### config.mk
export PLATFORM = sky130hd
export DESIGN_NAME = waveform_peak_binning_flat
export DESIGN_NICKNAME = d
export VERILOG_FILES = /design/src/rtl/core/wpb_pkg.sv /design/src/rtl/core/wpb_if.sv /design/src/rtl/core/wpb_cfg.sv /design/src/rtl/core/waveform_peak_binning.sv /design/src/flat_wrapper.sv
export VERILOG_INCLUDE_DIRS = /design/src /design/src/rtl/core
export SDC_FILE = /design/constraint.sdc
export NUM_CORES = 1
export LEC_CHECK = 0
export BUFFER_PORTS_ARGS = -buffer_cell sky130_fd_sc_hd__buf_2
export CORE_MARGIN = 5
export CORE_UTILIZATION = 60
export DETAILED_ROUTE_END_ITERATION = 6
export PLACE_DENSITY = 0.86
export SLEW_MARGIN = 20
export SYNTH_ARGS = -nofsm -noshare
export SYNTH_HDL_FRONTEND = slang
export SYNTH_SLANG_ARGS = --single-unit
### constraint.sdc
create_clock -name clk -period 8.9 [get_ports clk]
set_input_delay 2.67 -clock clk [delete_from_list [all_inputs] [get_ports clk]]
set_output_delay 2.67 -clock clk [all_outputs]
set_load 0.02 [all_outputs]
### src/rtl/core/waveform_peak_binning_macros.svh
// Assertion macros shared by the waveform peak binning RTL.
`ifndef WAVEFORM_PEAK_BINNING_MACROS_SVH
`define WAVEFORM_PEAK_BINNING_MACROS_SVH
`ifndef SYNTHESIS
// Same-cycle implication, disabled while reset is asserted.
`define WPB_ASSERT(label, clk, rst_n, ante, cons) \
  label: assert property (@(posedge clk) disable iff (!rst_n) (ante) |-> (cons)) \
    else $error("waveform peak binning assertion failed");
// Next-cycle implication, disabled while reset is asserted.
`define WPB_ASSERT_NEXT(label, clk, rst_n, ante, cons) \
  label: assert property (@(posedge clk) disable iff (!rst_n) (ante) |=> (cons)) \
    else $error("waveform peak binning assertion failed");
`else
`define WPB_ASSERT(label, clk, rst_n, ante, cons)
`define WPB_ASSERT_NEXT(label, clk, rst_n, ante, cons)
`endif
`endif

### src/rtl/core/wpb_pkg.sv
// Shared types, widths and register codes of the waveform peak binning block.
package wpb_pkg;

  localparam int SAMPLE_W   = 32;
  localparam int MAG_W      = 31;
  localparam int BIN_W      = 16;
  localparam int BINCNT_W   = 17;
  localparam int CH_W       = 6;
  localparam int FRAME_W    = 32;
  localparam int CFG_IDX_W  = 2;
  localparam int CFG_DATA_W = 32;

  localparam logic [CFG_IDX_W-1:0] CFG_CHANNEL_COUNT = 2'd0;
  localparam logic [CFG_IDX_W-1:0] CFG_TOTAL_FRAMES  = 2'd1;
  localparam logic [CFG_IDX_W-1:0] CFG_BIN_COUNT     = 2'd2;

  localparam logic [MAG_W-1:0] INF_MAG = 31'h7F80_0000;

  localparam int DEF_MAX_CHANNELS = 32;
  localparam int DEF_MAX_BINS     = 65536;

  // Effective configuration as seen by the datapath.
  typedef struct packed {
    logic [CH_W-1:0]    ch_last;      // channels per frame minus one
    logic [FRAME_W-1:0] total_frames;
    logic [BIN_W-1:0]   bins_m1;      // bins minus one
    logic               restart;      // a known register is being written
  } cfg_t;

endpackage

### src/rtl/core/wpb_if.sv
// Request channel interfaces of the waveform peak binning block.
interface wpb_in_if;
  logic                           valid;
  logic                           ready;
  logic [wpb_pkg::SAMPLE_W-1:0]   sample_bits;
  modport source (output valid, output sample_bits, input ready);
  modport sink   (input valid, input sample_bits, output ready);
endinterface

interface wpb_out_if;
  logic                           valid;
  logic                           ready;
  logic [wpb_pkg::BIN_W-1:0]      bin_index;
  logic [wpb_pkg::MAG_W-1:0]      peak_magnitude;
  logic                           last_bin;
  modport source (output valid, output bin_index, output peak_magnitude,
                  output last_bin, input ready);
  modport sink   (input valid, input bin_index, input peak_magnitude,
                  input last_bin, output ready);
endinterface

interface wpb_cfg_if;
  logic                           valid;
  logic                           ready;
  logic [wpb_pkg::CFG_IDX_W-1:0]  index;
  logic [wpb_pkg::CFG_DATA_W-1:0] data;
  modport source (output valid, output index, output data, input ready);
  modport sink   (input valid, input index, input data, output ready);
endinterface

### src/rtl/core/wpb_cfg.sv
// Configuration registers with clamping of channel and bin counts.
module wpb_cfg #(
  parameter int MAX_CHANNELS = wpb_pkg::DEF_MAX_CHANNELS
) (
  input  logic           clk,
  input  logic           rst_n,
  wpb_cfg_if.sink        cfg_chan,
  output wpb_pkg::cfg_t  cfg_o
);

  logic [wpb_pkg::CH_W-1:0]     ch_last_r, ch_last_nxt;
  logic [wpb_pkg::FRAME_W-1:0]  total_r, total_nxt;
  logic [wpb_pkg::BIN_W-1:0]    bins_m1_r, bins_m1_nxt;
  logic [wpb_pkg::CH_W-1:0]     cc;
  logic [wpb_pkg::BINCNT_W-1:0] bc;
  logic                         wr;
  logic                         known;

  assign cfg_chan.ready = 1'b1;
  assign wr = cfg_chan.valid;
  assign cc = cfg_chan.data[wpb_pkg::CH_W-1:0];
  assign bc = cfg_chan.data[wpb_pkg::BINCNT_W-1:0];

  always_comb begin
    ch_last_nxt = ch_last_r;
    total_nxt   = total_r;
    bins_m1_nxt = bins_m1_r;
    known       = 1'b0;
    if (wr) begin
      unique case (cfg_chan.index)
        wpb_pkg::CFG_CHANNEL_COUNT: begin
          known = 1'b1;
          if (cc == '0) begin
            ch_last_nxt = '0;
          end else if (32'(cc) > 32'(MAX_CHANNELS)) begin
            ch_last_nxt = wpb_pkg::CH_W'(MAX_CHANNELS - 1);
          end else begin
            ch_last_nxt = cc - 1'b1;
          end
        end
        wpb_pkg::CFG_TOTAL_FRAMES: begin
          known     = 1'b1;
          total_nxt = cfg_chan.data[wpb_pkg::FRAME_W-1:0];
        end
        wpb_pkg::CFG_BIN_COUNT: begin
          known = 1'b1;
          if (bc == '0) begin
            bins_m1_nxt = '0;
          end else if (32'(bc) > 32'(wpb_pkg::DEF_MAX_BINS)) begin
            bins_m1_nxt = wpb_pkg::BIN_W'(wpb_pkg::DEF_MAX_BINS - 1);
          end else begin
            bins_m1_nxt = wpb_pkg::BIN_W'(bc - 1'b1);
          end
        end
        default: known = 1'b0;
      endcase
    end
  end

  always_ff @(posedge clk) begin
    if (!rst_n) begin
      ch_last_r <= '0;
      total_r   <= '0;
      bins_m1_r <= '0;
    end else begin
      ch_last_r <= ch_last_nxt;
      total_r   <= total_nxt;
      bins_m1_r <= bins_m1_nxt;
    end
  end

  always_comb begin
    cfg_o.ch_last      = ch_last_r;
    cfg_o.total_frames = total_r;
    cfg_o.bins_m1      = bins_m1_r;
    cfg_o.restart      = known;
  end

endmodule

### src/rtl/core/waveform_peak_binning.sv
// Top level of the waveform peak binning block: running peaks, counters, result register.
// A request that closes a bin shows its result in the cycle after it is accepted, unless
// a configuration write lands in that cycle. Throughput: one sample request per cycle; a
// request that closes a bin waits only while the result register is full and not taken.
// Reset: synchronous, active low; restores one channel, zero frames and one bin and clears
// all counters and peaks. A write to a known configuration register restarts the stream.
`include "waveform_peak_binning_macros.svh"

module waveform_peak_binning #(
  parameter int MAX_CHANNELS = wpb_pkg::DEF_MAX_CHANNELS
) (
  input  logic       clk,
  input  logic       rst_n,
  wpb_in_if.sink     in_chan,
  wpb_out_if.source  out_chan,
  wpb_cfg_if.sink    cfg_chan
);

  wpb_pkg::cfg_t cfg;

  // The configuration block clamps the counts and flags a stream restart on every write
  // to a register that exists; writes to other indexes are accepted and dropped. The bin
  // limit is fixed by the package, since it also sets the width of the bin counter.
  wpb_cfg #(
    .MAX_CHANNELS (MAX_CHANNELS)
  ) u_cfg (
    .clk      (clk),
    .rst_n    (rst_n),
    .cfg_chan (cfg_chan),
    .cfg_o    (cfg)
  );

  // Stream state.
  logic [wpb_pkg::CH_W-1:0]    ch_pos_r, ch_pos_nxt;
  logic [wpb_pkg::FRAME_W-1:0] frame_pos_r, frame_pos_nxt;
  logic [wpb_pkg::BIN_W-1:0]   cur_bin_r, cur_bin_nxt;
  logic [wpb_pkg::FRAME_W-1:0] acc_r, acc_nxt;
  logic [wpb_pkg::MAG_W-1:0]   frame_peak_r, frame_peak_nxt;
  logic [wpb_pkg::MAG_W-1:0]   bin_peak_r, bin_peak_nxt;

  // Result register.
  logic                        out_valid_r, out_valid_nxt;
  logic [wpb_pkg::BIN_W-1:0]   out_bin_r, out_bin_nxt;
  logic [wpb_pkg::MAG_W-1:0]   out_peak_r, out_peak_nxt;
  logic                        out_last_r, out_last_nxt;

  logic                          in_fire;
  logic                          done;
  logic                          frame_end;
  logic                          last;
  logic                          hit;
  logic                          close_now;
  logic                          out_free;
  logic [wpb_pkg::MAG_W-1:0]     mag;
  logic [wpb_pkg::MAG_W-1:0]     fpeak_upd;
  logic [wpb_pkg::MAG_W-1:0]     bpeak_upd;
  logic [wpb_pkg::FRAME_W-1:0]   frame_pos_inc;
  logic [wpb_pkg::BINCNT_W-1:0]  eff_bins;
  logic [wpb_pkg::FRAME_W:0]     acc_sum;

  // Once every frame of the recording has been seen, further samples are
  // taken and thrown away.
  assign done = frame_pos_r >= cfg.total_frames;

  // The magnitude is the word with its sign cleared. Words above infinity are NaN
  // and never raise the peak.
  assign mag       = in_chan.sample_bits[wpb_pkg::MAG_W-1:0];
  assign fpeak_upd = (mag <= wpb_pkg::INF_MAG && mag > frame_peak_r) ? mag : frame_peak_r;
  assign bpeak_upd = (fpeak_upd > bin_peak_r) ? fpeak_upd : bin_peak_r;

  assign frame_end     = ch_pos_r == cfg.ch_last;
  assign frame_pos_inc = frame_pos_r + 1'b1;
  assign last          = frame_pos_inc == cfg.total_frames;

  // Rather than dividing for the bin length, acc_r holds frames_in_bin times the bin
  // count, clamped at the frame total. A bin is full exactly when that product reaches
  // the total, which is the same test as frames_in_bin >= ceil(total / bins).
  assign eff_bins = {1'b0, cfg.bins_m1} + 1'b1;
  assign acc_sum  = {1'b0, acc_r} + (wpb_pkg::FRAME_W + 1)'(eff_bins);
  assign hit      = acc_sum >= {1'b0, cfg.total_frames};

  // Whether the next sample closes a bin depends on the state alone, so the ready
  // signal needs nothing from the sample itself. The final bin only closes on the
  // last frame.
  assign close_now = !done && frame_end && (last || (hit && cur_bin_r != cfg.bins_m1));

  assign out_free      = !out_valid_r || out_chan.ready;
  assign in_chan.ready = out_free || !close_now;
  assign in_fire       = in_chan.valid && in_chan.ready;

  always_comb begin
    ch_pos_nxt     = ch_pos_r;
    frame_pos_nxt  = frame_pos_r;
    cur_bin_nxt    = cur_bin_r;
    acc_nxt        = acc_r;
    frame_peak_nxt = frame_peak_r;
    bin_peak_nxt   = bin_peak_r;
    out_valid_nxt  = out_valid_r && !out_chan.ready;
    out_bin_nxt    = out_bin_r;
    out_peak_nxt   = out_peak_r;
    out_last_nxt   = out_last_r;

    if (cfg.restart) begin
      // A configuration write starts the stream afresh.
      ch_pos_nxt     = '0;
      frame_pos_nxt  = '0;
      cur_bin_nxt    = '0;
      acc_nxt        = '0;
      frame_peak_nxt = '0;
      bin_peak_nxt   = '0;
      out_valid_nxt  = 1'b0;
    end else if (in_fire && !done) begin
      if (!frame_end) begin
        ch_pos_nxt     = ch_pos_r + 1'b1;
        frame_peak_nxt = fpeak_upd;
      end else begin
        ch_pos_nxt     = '0;
        frame_peak_nxt = '0;
        frame_pos_nxt  = frame_pos_inc;
        if (close_now) begin
          out_valid_nxt = 1'b1;
          out_bin_nxt   = cur_bin_r;
          out_peak_nxt  = bpeak_upd;
          out_last_nxt  = last;
          bin_peak_nxt  = '0;
          acc_nxt       = '0;
          if (!last) begin
            cur_bin_nxt = cur_bin_r + 1'b1;
          end
        end else begin
          bin_peak_nxt = bpeak_upd;
          // When not hit the sum is below the total, so it fits the frame width.
          acc_nxt      = hit ? cfg.total_frames : acc_sum[wpb_pkg::FRAME_W-1:0];
        end
      end
    end
  end

  always_ff @(posedge clk) begin
    if (!rst_n) begin
      ch_pos_r     <= '0;
      frame_pos_r  <= '0;
      cur_bin_r    <= '0;
      acc_r        <= '0;
      frame_peak_r <= '0;
      bin_peak_r   <= '0;
      out_valid_r  <= 1'b0;
    end else begin
      ch_pos_r     <= ch_pos_nxt;
      frame_pos_r  <= frame_pos_nxt;
      cur_bin_r    <= cur_bin_nxt;
      acc_r        <= acc_nxt;
      frame_peak_r <= frame_peak_nxt;
      bin_peak_r   <= bin_peak_nxt;
      out_valid_r  <= out_valid_nxt;
    end
  end

  // Payload of the result register carries no reset.
  always_ff @(posedge clk) begin
    out_bin_r  <= out_bin_nxt;
    out_peak_r <= out_peak_nxt;
    out_last_r <= out_last_nxt;
  end

  assign out_chan.valid          = out_valid_r;
  assign out_chan.bin_index      = out_bin_r;
  assign out_chan.peak_magnitude = out_peak_r;
  assign out_chan.last_bin       = out_last_r;

  `WPB_ASSERT(a_peak_not_nan, clk, rst_n, out_valid_r, out_peak_r <= wpb_pkg::INF_MAG)
  `WPB_ASSERT(a_ch_pos_bound, clk, rst_n, 1'b1, ch_pos_r <= cfg.ch_last)
  `WPB_ASSERT(a_bin_bound, clk, rst_n, 1'b1, cur_bin_r <= cfg.bins_m1)
  `WPB_ASSERT_NEXT(a_restart_clears, clk, rst_n, cfg.restart, frame_pos_r == '0 && !out_valid_r)

endmodule
### src/flat_wrapper.sv
// flat-port wrapper written by rule: the top's interface ports become plain ports
module waveform_peak_binning_flat 
#(
  parameter int MAX_CHANNELS = wpb_pkg::DEF_MAX_CHANNELS
)
  (clk, rst_n, in_chan_valid, in_chan_sample_bits, in_chan_ready, out_chan_valid, out_chan_bin_index, out_chan_peak_magnitude, out_chan_last_bin, out_chan_ready, cfg_chan_valid, cfg_chan_index, cfg_chan_data, cfg_chan_ready);
  wpb_in_if in_chan_i ();
  wpb_out_if out_chan_i ();
  wpb_cfg_if cfg_chan_i ();
  input  logic clk;
  input  logic rst_n;
  input wire logic [$bits(in_chan_i.valid)-1:0] in_chan_valid;
  input wire logic [$bits(in_chan_i.sample_bits)-1:0] in_chan_sample_bits;
  output wire logic [$bits(in_chan_i.ready)-1:0] in_chan_ready;
  output wire logic [$bits(out_chan_i.valid)-1:0] out_chan_valid;
  output wire logic [$bits(out_chan_i.bin_index)-1:0] out_chan_bin_index;
  output wire logic [$bits(out_chan_i.peak_magnitude)-1:0] out_chan_peak_magnitude;
  output wire logic [$bits(out_chan_i.last_bin)-1:0] out_chan_last_bin;
  input wire logic [$bits(out_chan_i.ready)-1:0] out_chan_ready;
  input wire logic [$bits(cfg_chan_i.valid)-1:0] cfg_chan_valid;
  input wire logic [$bits(cfg_chan_i.index)-1:0] cfg_chan_index;
  input wire logic [$bits(cfg_chan_i.data)-1:0] cfg_chan_data;
  output wire logic [$bits(cfg_chan_i.ready)-1:0] cfg_chan_ready;
  assign in_chan_i.valid = in_chan_valid;
  assign in_chan_i.sample_bits = in_chan_sample_bits;
  assign in_chan_ready = in_chan_i.ready;
  assign out_chan_valid = out_chan_i.valid;
  assign out_chan_bin_index = out_chan_i.bin_index;
  assign out_chan_peak_magnitude = out_chan_i.peak_magnitude;
  assign out_chan_last_bin = out_chan_i.last_bin;
  assign out_chan_i.ready = out_chan_ready;
  assign cfg_chan_i.valid = cfg_chan_valid;
  assign cfg_chan_i.index = cfg_chan_index;
  assign cfg_chan_i.data = cfg_chan_data;
  assign cfg_chan_ready = cfg_chan_i.ready;
  waveform_peak_binning #(.MAX_CHANNELS(MAX_CHANNELS)) u_core (.clk(clk), .rst_n(rst_n), .in_chan(in_chan_i), .out_chan(out_chan_i), .cfg_chan(cfg_chan_i));
endmodule
== Word level (Yosys, flattened, before mapping) ==
Cells that the tools add are included.

* Register bits after elaboration: 251
* Word-level logic and storage cells: 76

* Order comparisons: 7
* Equal/unequal tests: 5
* Multiplexer cells: 16
* Reductions and logical operators: 25
* Add/subtract/negate cells: 7
* Bitwise operators: 3

{| class="wikitable"
|+ Operators with widths
! kind !! count
|-
| two-way mux 31 bit || 4
|-
| two-way mux 32 bit || 2
|-
| > comparator 31 bit || 2
|-
| adder 32 x 17 -> 33 bit || 1
|-
| greater-or-equal comparator 33 x 32 -> 1 bit || 1
|-
| adder 32 x 1 -> 32 bit (second input constant) || 1
|-
| == test 32 bit || 1
|-
| greater-or-equal comparator 32 bit || 1
|-
| two-way mux 16 bit || 2
|-
| <= comparator 31 bit (second input constant) || 1
|-
| two-way mux 6 bit || 3
|-
| adder 16 x 1 -> 17 bit (second input constant) || 1
|-
| > comparator 17 bit (second input constant) || 1
|-
| zero test 17 bit || 1
|-
| adder 16 x 1 -> 16 bit (second input constant) || 1
|-
| inequality test 16 bit || 1
|-
| subtractor 16 x 1 -> 16 bit (second input constant) || 1
|-
| AND reduction 2 bit || 4
|-
| AND reduction 4 bit || 2
|-
| logical AND 1 bit || 7
|-
| adder 6 x 1 -> 6 bit (second input constant) || 1
|-
| == test 6 bit || 1
|-
| > comparator 6 bit (second input constant) || 1
|-
| zero test 6 bit || 1
|-
| other kinds (10) || 21
|}

== Longest topological paths before layout ==
* Word-level depth: 11
* Gate-level depth with buffers: 26

== Modules after synthesis ==
A second synthesis with hierarchy kept.

* Cell total of the unflattened synthesis: 1856
* Area total of the unflattened synthesis: 16130.5 um2

{| class="wikitable"
|+ By module, submodules not included
! module !! cells each !! seq. area each (um2) !! times used !! area each (um2)
|-
| waveform_peak_binning || 1569 || 4424.2 || 1 || 13764.5
|-
| wpb_cfg || 287 || 1081.0 || 1 || 2366.0
|}

== Worst setup path after synthesis ==
OpenSTA, ideal clock, no wires.

* Kind: flip-flop to output port
* Start point: reg u_core.u_cfg.bins_m1_r[0] in the netlist's numbering
* End point: out in_chan_ready
* Path slack: 1677 ps
* Cell stages (with the launch flop): 23
* Data arrival time: 4553 ps
* Cell sequence: dfxtp_1 -> inv_1 -> ha_1 -> inv_1 -> fa_1 -> a211oi_1 -> nor2_1 -> o41a_1 -> a21oi_1 -> nor3b_1 -> and3_1 -> nand3_1 -> xnor2_1 -> ha_1 -> nand4_1 -> nor3_1 -> o31a_1 -> o31a_1 -> o211ai_1 -> a31o_2 -> o41ai_4 -> and3_1 -> nand2_1

* Longest elaborated chain between the ends: 8
* Elaborated cells on any way between the ends: 9

{| class="wikitable"
|+ RTL lines
! what !! RTL line !! RTL
|-
| start, declared || wpb_cfg.sv:13 || <nowiki>logic [wpb_pkg::BIN_W-1:0] bins_m1_r, bins_m1_nxt;</nowiki>
|-
| start signal, assigned || wpb_cfg.sv:68 || <nowiki>bins_m1_r <= bins_m1_nxt;</nowiki>
|-
| adder 16 x 1 -> 17 bit || waveform_peak_binning.sv:78 || <nowiki>assign eff_bins = {1'b0, cfg.bins_m1} + 1'b1;</nowiki>
|-
| adder 32 x 17 -> 33 bit || waveform_peak_binning.sv:79 || <nowiki>assign acc_sum = {1'b0, acc_r} + (wpb_pkg::FRAME_W + 1)'(eff_bins);</nowiki>
|-
| greater-or-equal comparator 33 x 32 -> 1 bit || waveform_peak_binning.sv:80 || <nowiki>assign hit = acc_sum >= {1'b0, cfg.total_frames};</nowiki>
|-
| logical AND 1 bit * || waveform_peak_binning.sv:85 || <nowiki>assign close_now = !done && frame_end && (last || (hit && cur_bin_r != cfg.bins_m1));</nowiki>
|-
| logical OR 1 bit * || waveform_peak_binning.sv:85 ||
|-
| logical AND 1 bit * || waveform_peak_binning.sv:85 ||
|-
| zero test 1 bit * || waveform_peak_binning.sv:88 || <nowiki>assign in_chan.ready = out_free || !close_now;</nowiki>
|-
| logical OR 1 bit * || waveform_peak_binning.sv:88 ||
|-
| end, declared || flat_wrapper.sv:14 || <nowiki>output wire logic [$bits(in_chan_i.ready)-1:0] in_chan_ready;</nowiki>
|}

Every way passes the cells marked *; elsewhere a longest branch is shown, timed or not.

== Worst setup path in the final report ==
Same ends and word-level chain as after synthesis.

==> results by group <==
Run status
  – Status: finished, final reports clean

Drt
  – Iter 0 DRT Violations: about 1300
  – Total routed wirelength: about 43 mm
  – Drt drc: 0
  – Routed wire per std cell: roughly 18 um
  – Routed Antenna Nets: 0
  – Vias/cell: ~6.3
  – Via count: between 10000 and 15000
  – Router iterations before antenna repair: 5

Power
  – Cell-internal power: approximately 0.0022 W
  – Clock Power Share: 0.399
  – Lkg Pwr: roughly 7.1 nW
  – Combinational Power Share: 0.201
  – Psw: 0.000913 W
  – Sw frac: 0.295
  – PD cells: 172 mW/mm2
  – Max VDD drop: between 0.1 and 0.15 mV
  – Seq pwr share: 0.401

STA
  – Slew Limit Fails: 0
  – Slew headroom: 0.269
  – RSZ-0062 raised after global routing: false
  – Final hold vios: 0
  – FMAX: 116 MHz
  – Min Tclk post-route: approximately 8600 ps
  – Endpoints failing setup: 0
  – Period utilization: 0.971
  – Worst Skew: roughly 20 ps
  – Fin Setup TNS: 0 ps
  – Worst Max-Slew Pin Slew: 1090 ps

Clocking
  – Root buf cell: clkbuf_16
  – Clock Sink Count: 251
  – CTS tree: yes
  – Worst-path clk slew: around 70 ps
  – Setup Buffers After CTS: 0
  – TritonCTS buffer count: 27
  – Clk_lat worst skew: 540 ps
  – H-tree depth: 1
  – Clk buf depth: 3

Final layout
  – N_diodes: 0
  – Post-synthesis to final-layout area growth: 11.0%
  – Fillers: about 2000
  – Share of cells above drive strength 1: 0.118
  – Storage cell area: 0.00551 mm2
  – Finished Core Util: 0.672
  – Total Nets Final: roughly 2200
  – Multi-input gate area: about 0.0098 mm2

Die
  – Die W: around 170 um
  – Boundary Pins: 122
  – Die area: between 0.03 and 0.04 mm2
  – Die height: ~170 um
  – Rows: 60
  – Initial Util: 0.605
  – Core area: about 0.027 mm2

Placement
  – GP Congestion: between 0.9 and 1
  – # port buffers: roughly 120
  – Hpwl dp: between 30 and 40 mm

Synth
  – Synth Area in Compound Gates: 0.207
  – Mapped Avg Cell Area: approximately 8.5 um2
  – Area share of fa/ha/maj cells after synthesis: 0.115
  – Largest family of logic cells by synthesized area: compound AO/OA/AOI/OAI gates
  – Ys async rst share: 0
  – Xor/xnor share of the synthesized area: 0.0606
  – Synth Warn #: 0
  – Number of synthesized register bits: 251
  – EDFF count, synth: 48
  – Seq/Total Area, Yosys: 0.340
  – Mux contribution to synthesized area: 0.0385
  – Cell count after synthesis: roughly 1900
  – Synth Area in Simple Gates: 0.179
  – Post-synth top area cell: dfxtp_1
  – Area contributors post-synth: dfxtp_1, ha_1, edfxtp_1, xnor2_1, nand2_1
  – Synth Flop Type: dfxtp_1
  – Synth top area share: 0.251
  – Syn_nets: about 2100
  – Unique masters post-synth: 74
  – Synthesized area: approximately 0.016 mm2

Min path
  – Worst Hold Class: flop to flop

Setup path
  – Worst endpoint required time: between 6000 and 7000 ps
  – Setup Crit Path Kind: flop to output port
  – Delay-heaviest family, CP: compound AO/OA/AOI/OAI gates
  – Slowest-stage cell, CP: o41a_1
  – CP cell instances: inv_1 -> ha_1 -> inv_1 -> fa_1 -> a211oi_1 -> nor2_1 -> o41a_1 -> a21oi_1 -> buf_4 -> nor3b_2 -> and3_1 -> nand3_1 -> xnor2_1 -> ha_1 -> nand4_1 -> nor3_1 -> o31a_1 -> o31a_1 -> o211ai_1 -> a31o_4 -> o41ai_4 -> and3_1 -> nand2_1 -> buf_2
  – Reg2reg setup slack: roughly 2600 ps
  – Crit end category: output port
  – Startpoint types: flop
  – Critical path arrival: just under 6000 ps
  – WP buf/inv: 4
  – CP Max Fanout: 8
  – Crit path largest cell delay: between 400 and 500 ps

Flow run
  – Max-cap viol count: 0

GRT
  – First-pass GRT wire length: slightly below 70 mm
  – GR Overflow Total: 0
  – Largest net degree at the start of global routing: 71
  – Number of global-route vias before repair: ~14000
  – Initial antenna violation count: 0
  – All-Layer GR Usage: 0.271
worst paths after layout:
path / startpoint / endpoint / depth (start not counted)
setup / recovery: u_core.u_cfg.bins_m1_r[0] / in_chan_ready / 24
setup reg to reg: u_core.u_cfg.bins_m1_r[0] / u_core.acc_r[31] / 24
hold reg to reg: u_core.acc_r[7] / u_core.acc_r[7] / 1
hold / removal: u_core.acc_r[7] / u_core.acc_r[7] / 1
metrics by stage:
step / instance area, um2 / instances / worst slack, ps / hold WS [ps] / total power, W
finish: 18000 / 2328 / 261 / 477 / 0.00309
global route: 18000 / 2328 / 1.22 / 493 / 0.00322
CTS: 17900 / 2328 / 263 / 475 / 0.00309
detailed placement: 17000 / 2279 / 874 / 457 / 0.00187
global placement: 17000 / 2279 / 1020 / 453 / 0.00184
floorplan: 16200 / 1895 / 1680 / 439 / 0.00169
synth_stat cells (all sizes together) (18+ instances only):
cell type	n
dfxtp	203
nand2	191
ha	147
inv	147
a21oi	141
o21ai	124
nor2	101
xnor2	87
clkbuf	68
mux2i	60
nand3	54
edfxtp	48
nand4	45
a211oi	38
a21o	34
a21boi	33
a22o	32
nor3	29
buf	25
nor4	25
or3	25
xor2	25
or4	20
o2bb2ai	19
and3	18
sequential cells by signal, indices dropped and copies added, names as in the netlist:
name / flops
u_core.u_cfg.ch_last_r: 6
u_core.frame_peak_r: 31
u_core.ch_pos_r: 6
u_core.out_chan.bin_index: 16
u_core.u_cfg.bins_m1_r: 16
u_core.acc_r: 32
u_core.u_cfg.total_r: 32
u_core.out_chan.valid: 1
u_core.out_chan.peak_magnitude: 31
u_core.bin_peak_r: 31
u_core.cur_bin_r: 16
u_core.out_chan.last_bin: 1
u_core.frame_pos_r: 32
cell usage in the layout, fill, tap and decap left out, types with 22 or more instances in the layout:
cell type and instances:
nor3_1 26, a21boi_0 33, clkbuf_16 27, buf_2 119, a22o_1 32, dfxtp_1 203, or3_1 25, xor2_1 25
o21ai_0 124, inv_1 147, nand2_1 190, nand4_1 44, a21oi_1 139, a211oi_1 25, nor4_1 22, nand3_1 51
xnor2_1 87, ha_1 147, edfxtp_1 48, nor2_1 99, a21o_1 34, mux2i_1 60
repair_timing:
action	CTS	global route
resized for setup	0	2
setup endpoints to repair	0	1
endpoints found under the hold margin	0	0
hold buffers	0	0
power groups by stage:
| stage | combinational, W | clock, W | sequential (W) |
|---|---|---|---|
| final | 0.000621 | 0.00123 | 0.00124 |
| after global routing | 0.000681 | 0.00130 | 0.00124 |
| after CTS | 0.000608 | 0.00125 | 0.00124 |
| after detailed placement | 0.000603 | 0 | 0.00126 |
| after global placement | 0.000581 | 0 | 0.00126 |
| after floorplan | 0.000426 | 0 | 0.00127 |
logic make-up (layout without fill, tap and decap cells):
family | Yosys count | after routing
compound gates | 508 | 508
fa+ha+maj | 148 | 148
buf+inv | 241 | 333
xor+xnor | 112 | 112
mux | 62 | 62
flops | 251 | 251
other cells | 1 | 1
simple gates | 572 | 572
cell type report:
cell class                      instances  share of cell area
Multi-Input combinational cell       1403               0.545
Clock inverter                         19              0.0154
Inverter                              148              0.0309
Clock buffer                           30              0.0383
Sequential cell                       251               0.307
Tap cell                              341              0.0238
Timing Repair Buffer                  136              0.0403
per-layer routing:
| layer | track usage | vias up | part of all wire |
|---|---|---|---|
| li1 | - | 6962 | - |
| met1 | 0.351 | 6918 | 0.41 |
| met2 | 0.459 | 626 | 0.47 |
| met3 | 0.0378 | 135 | 0.073 |
| met4 | 0.109 | 0 | 0.041 |
| met5 | 0 | - | 0 |
(Power assumes the default switching activity.)
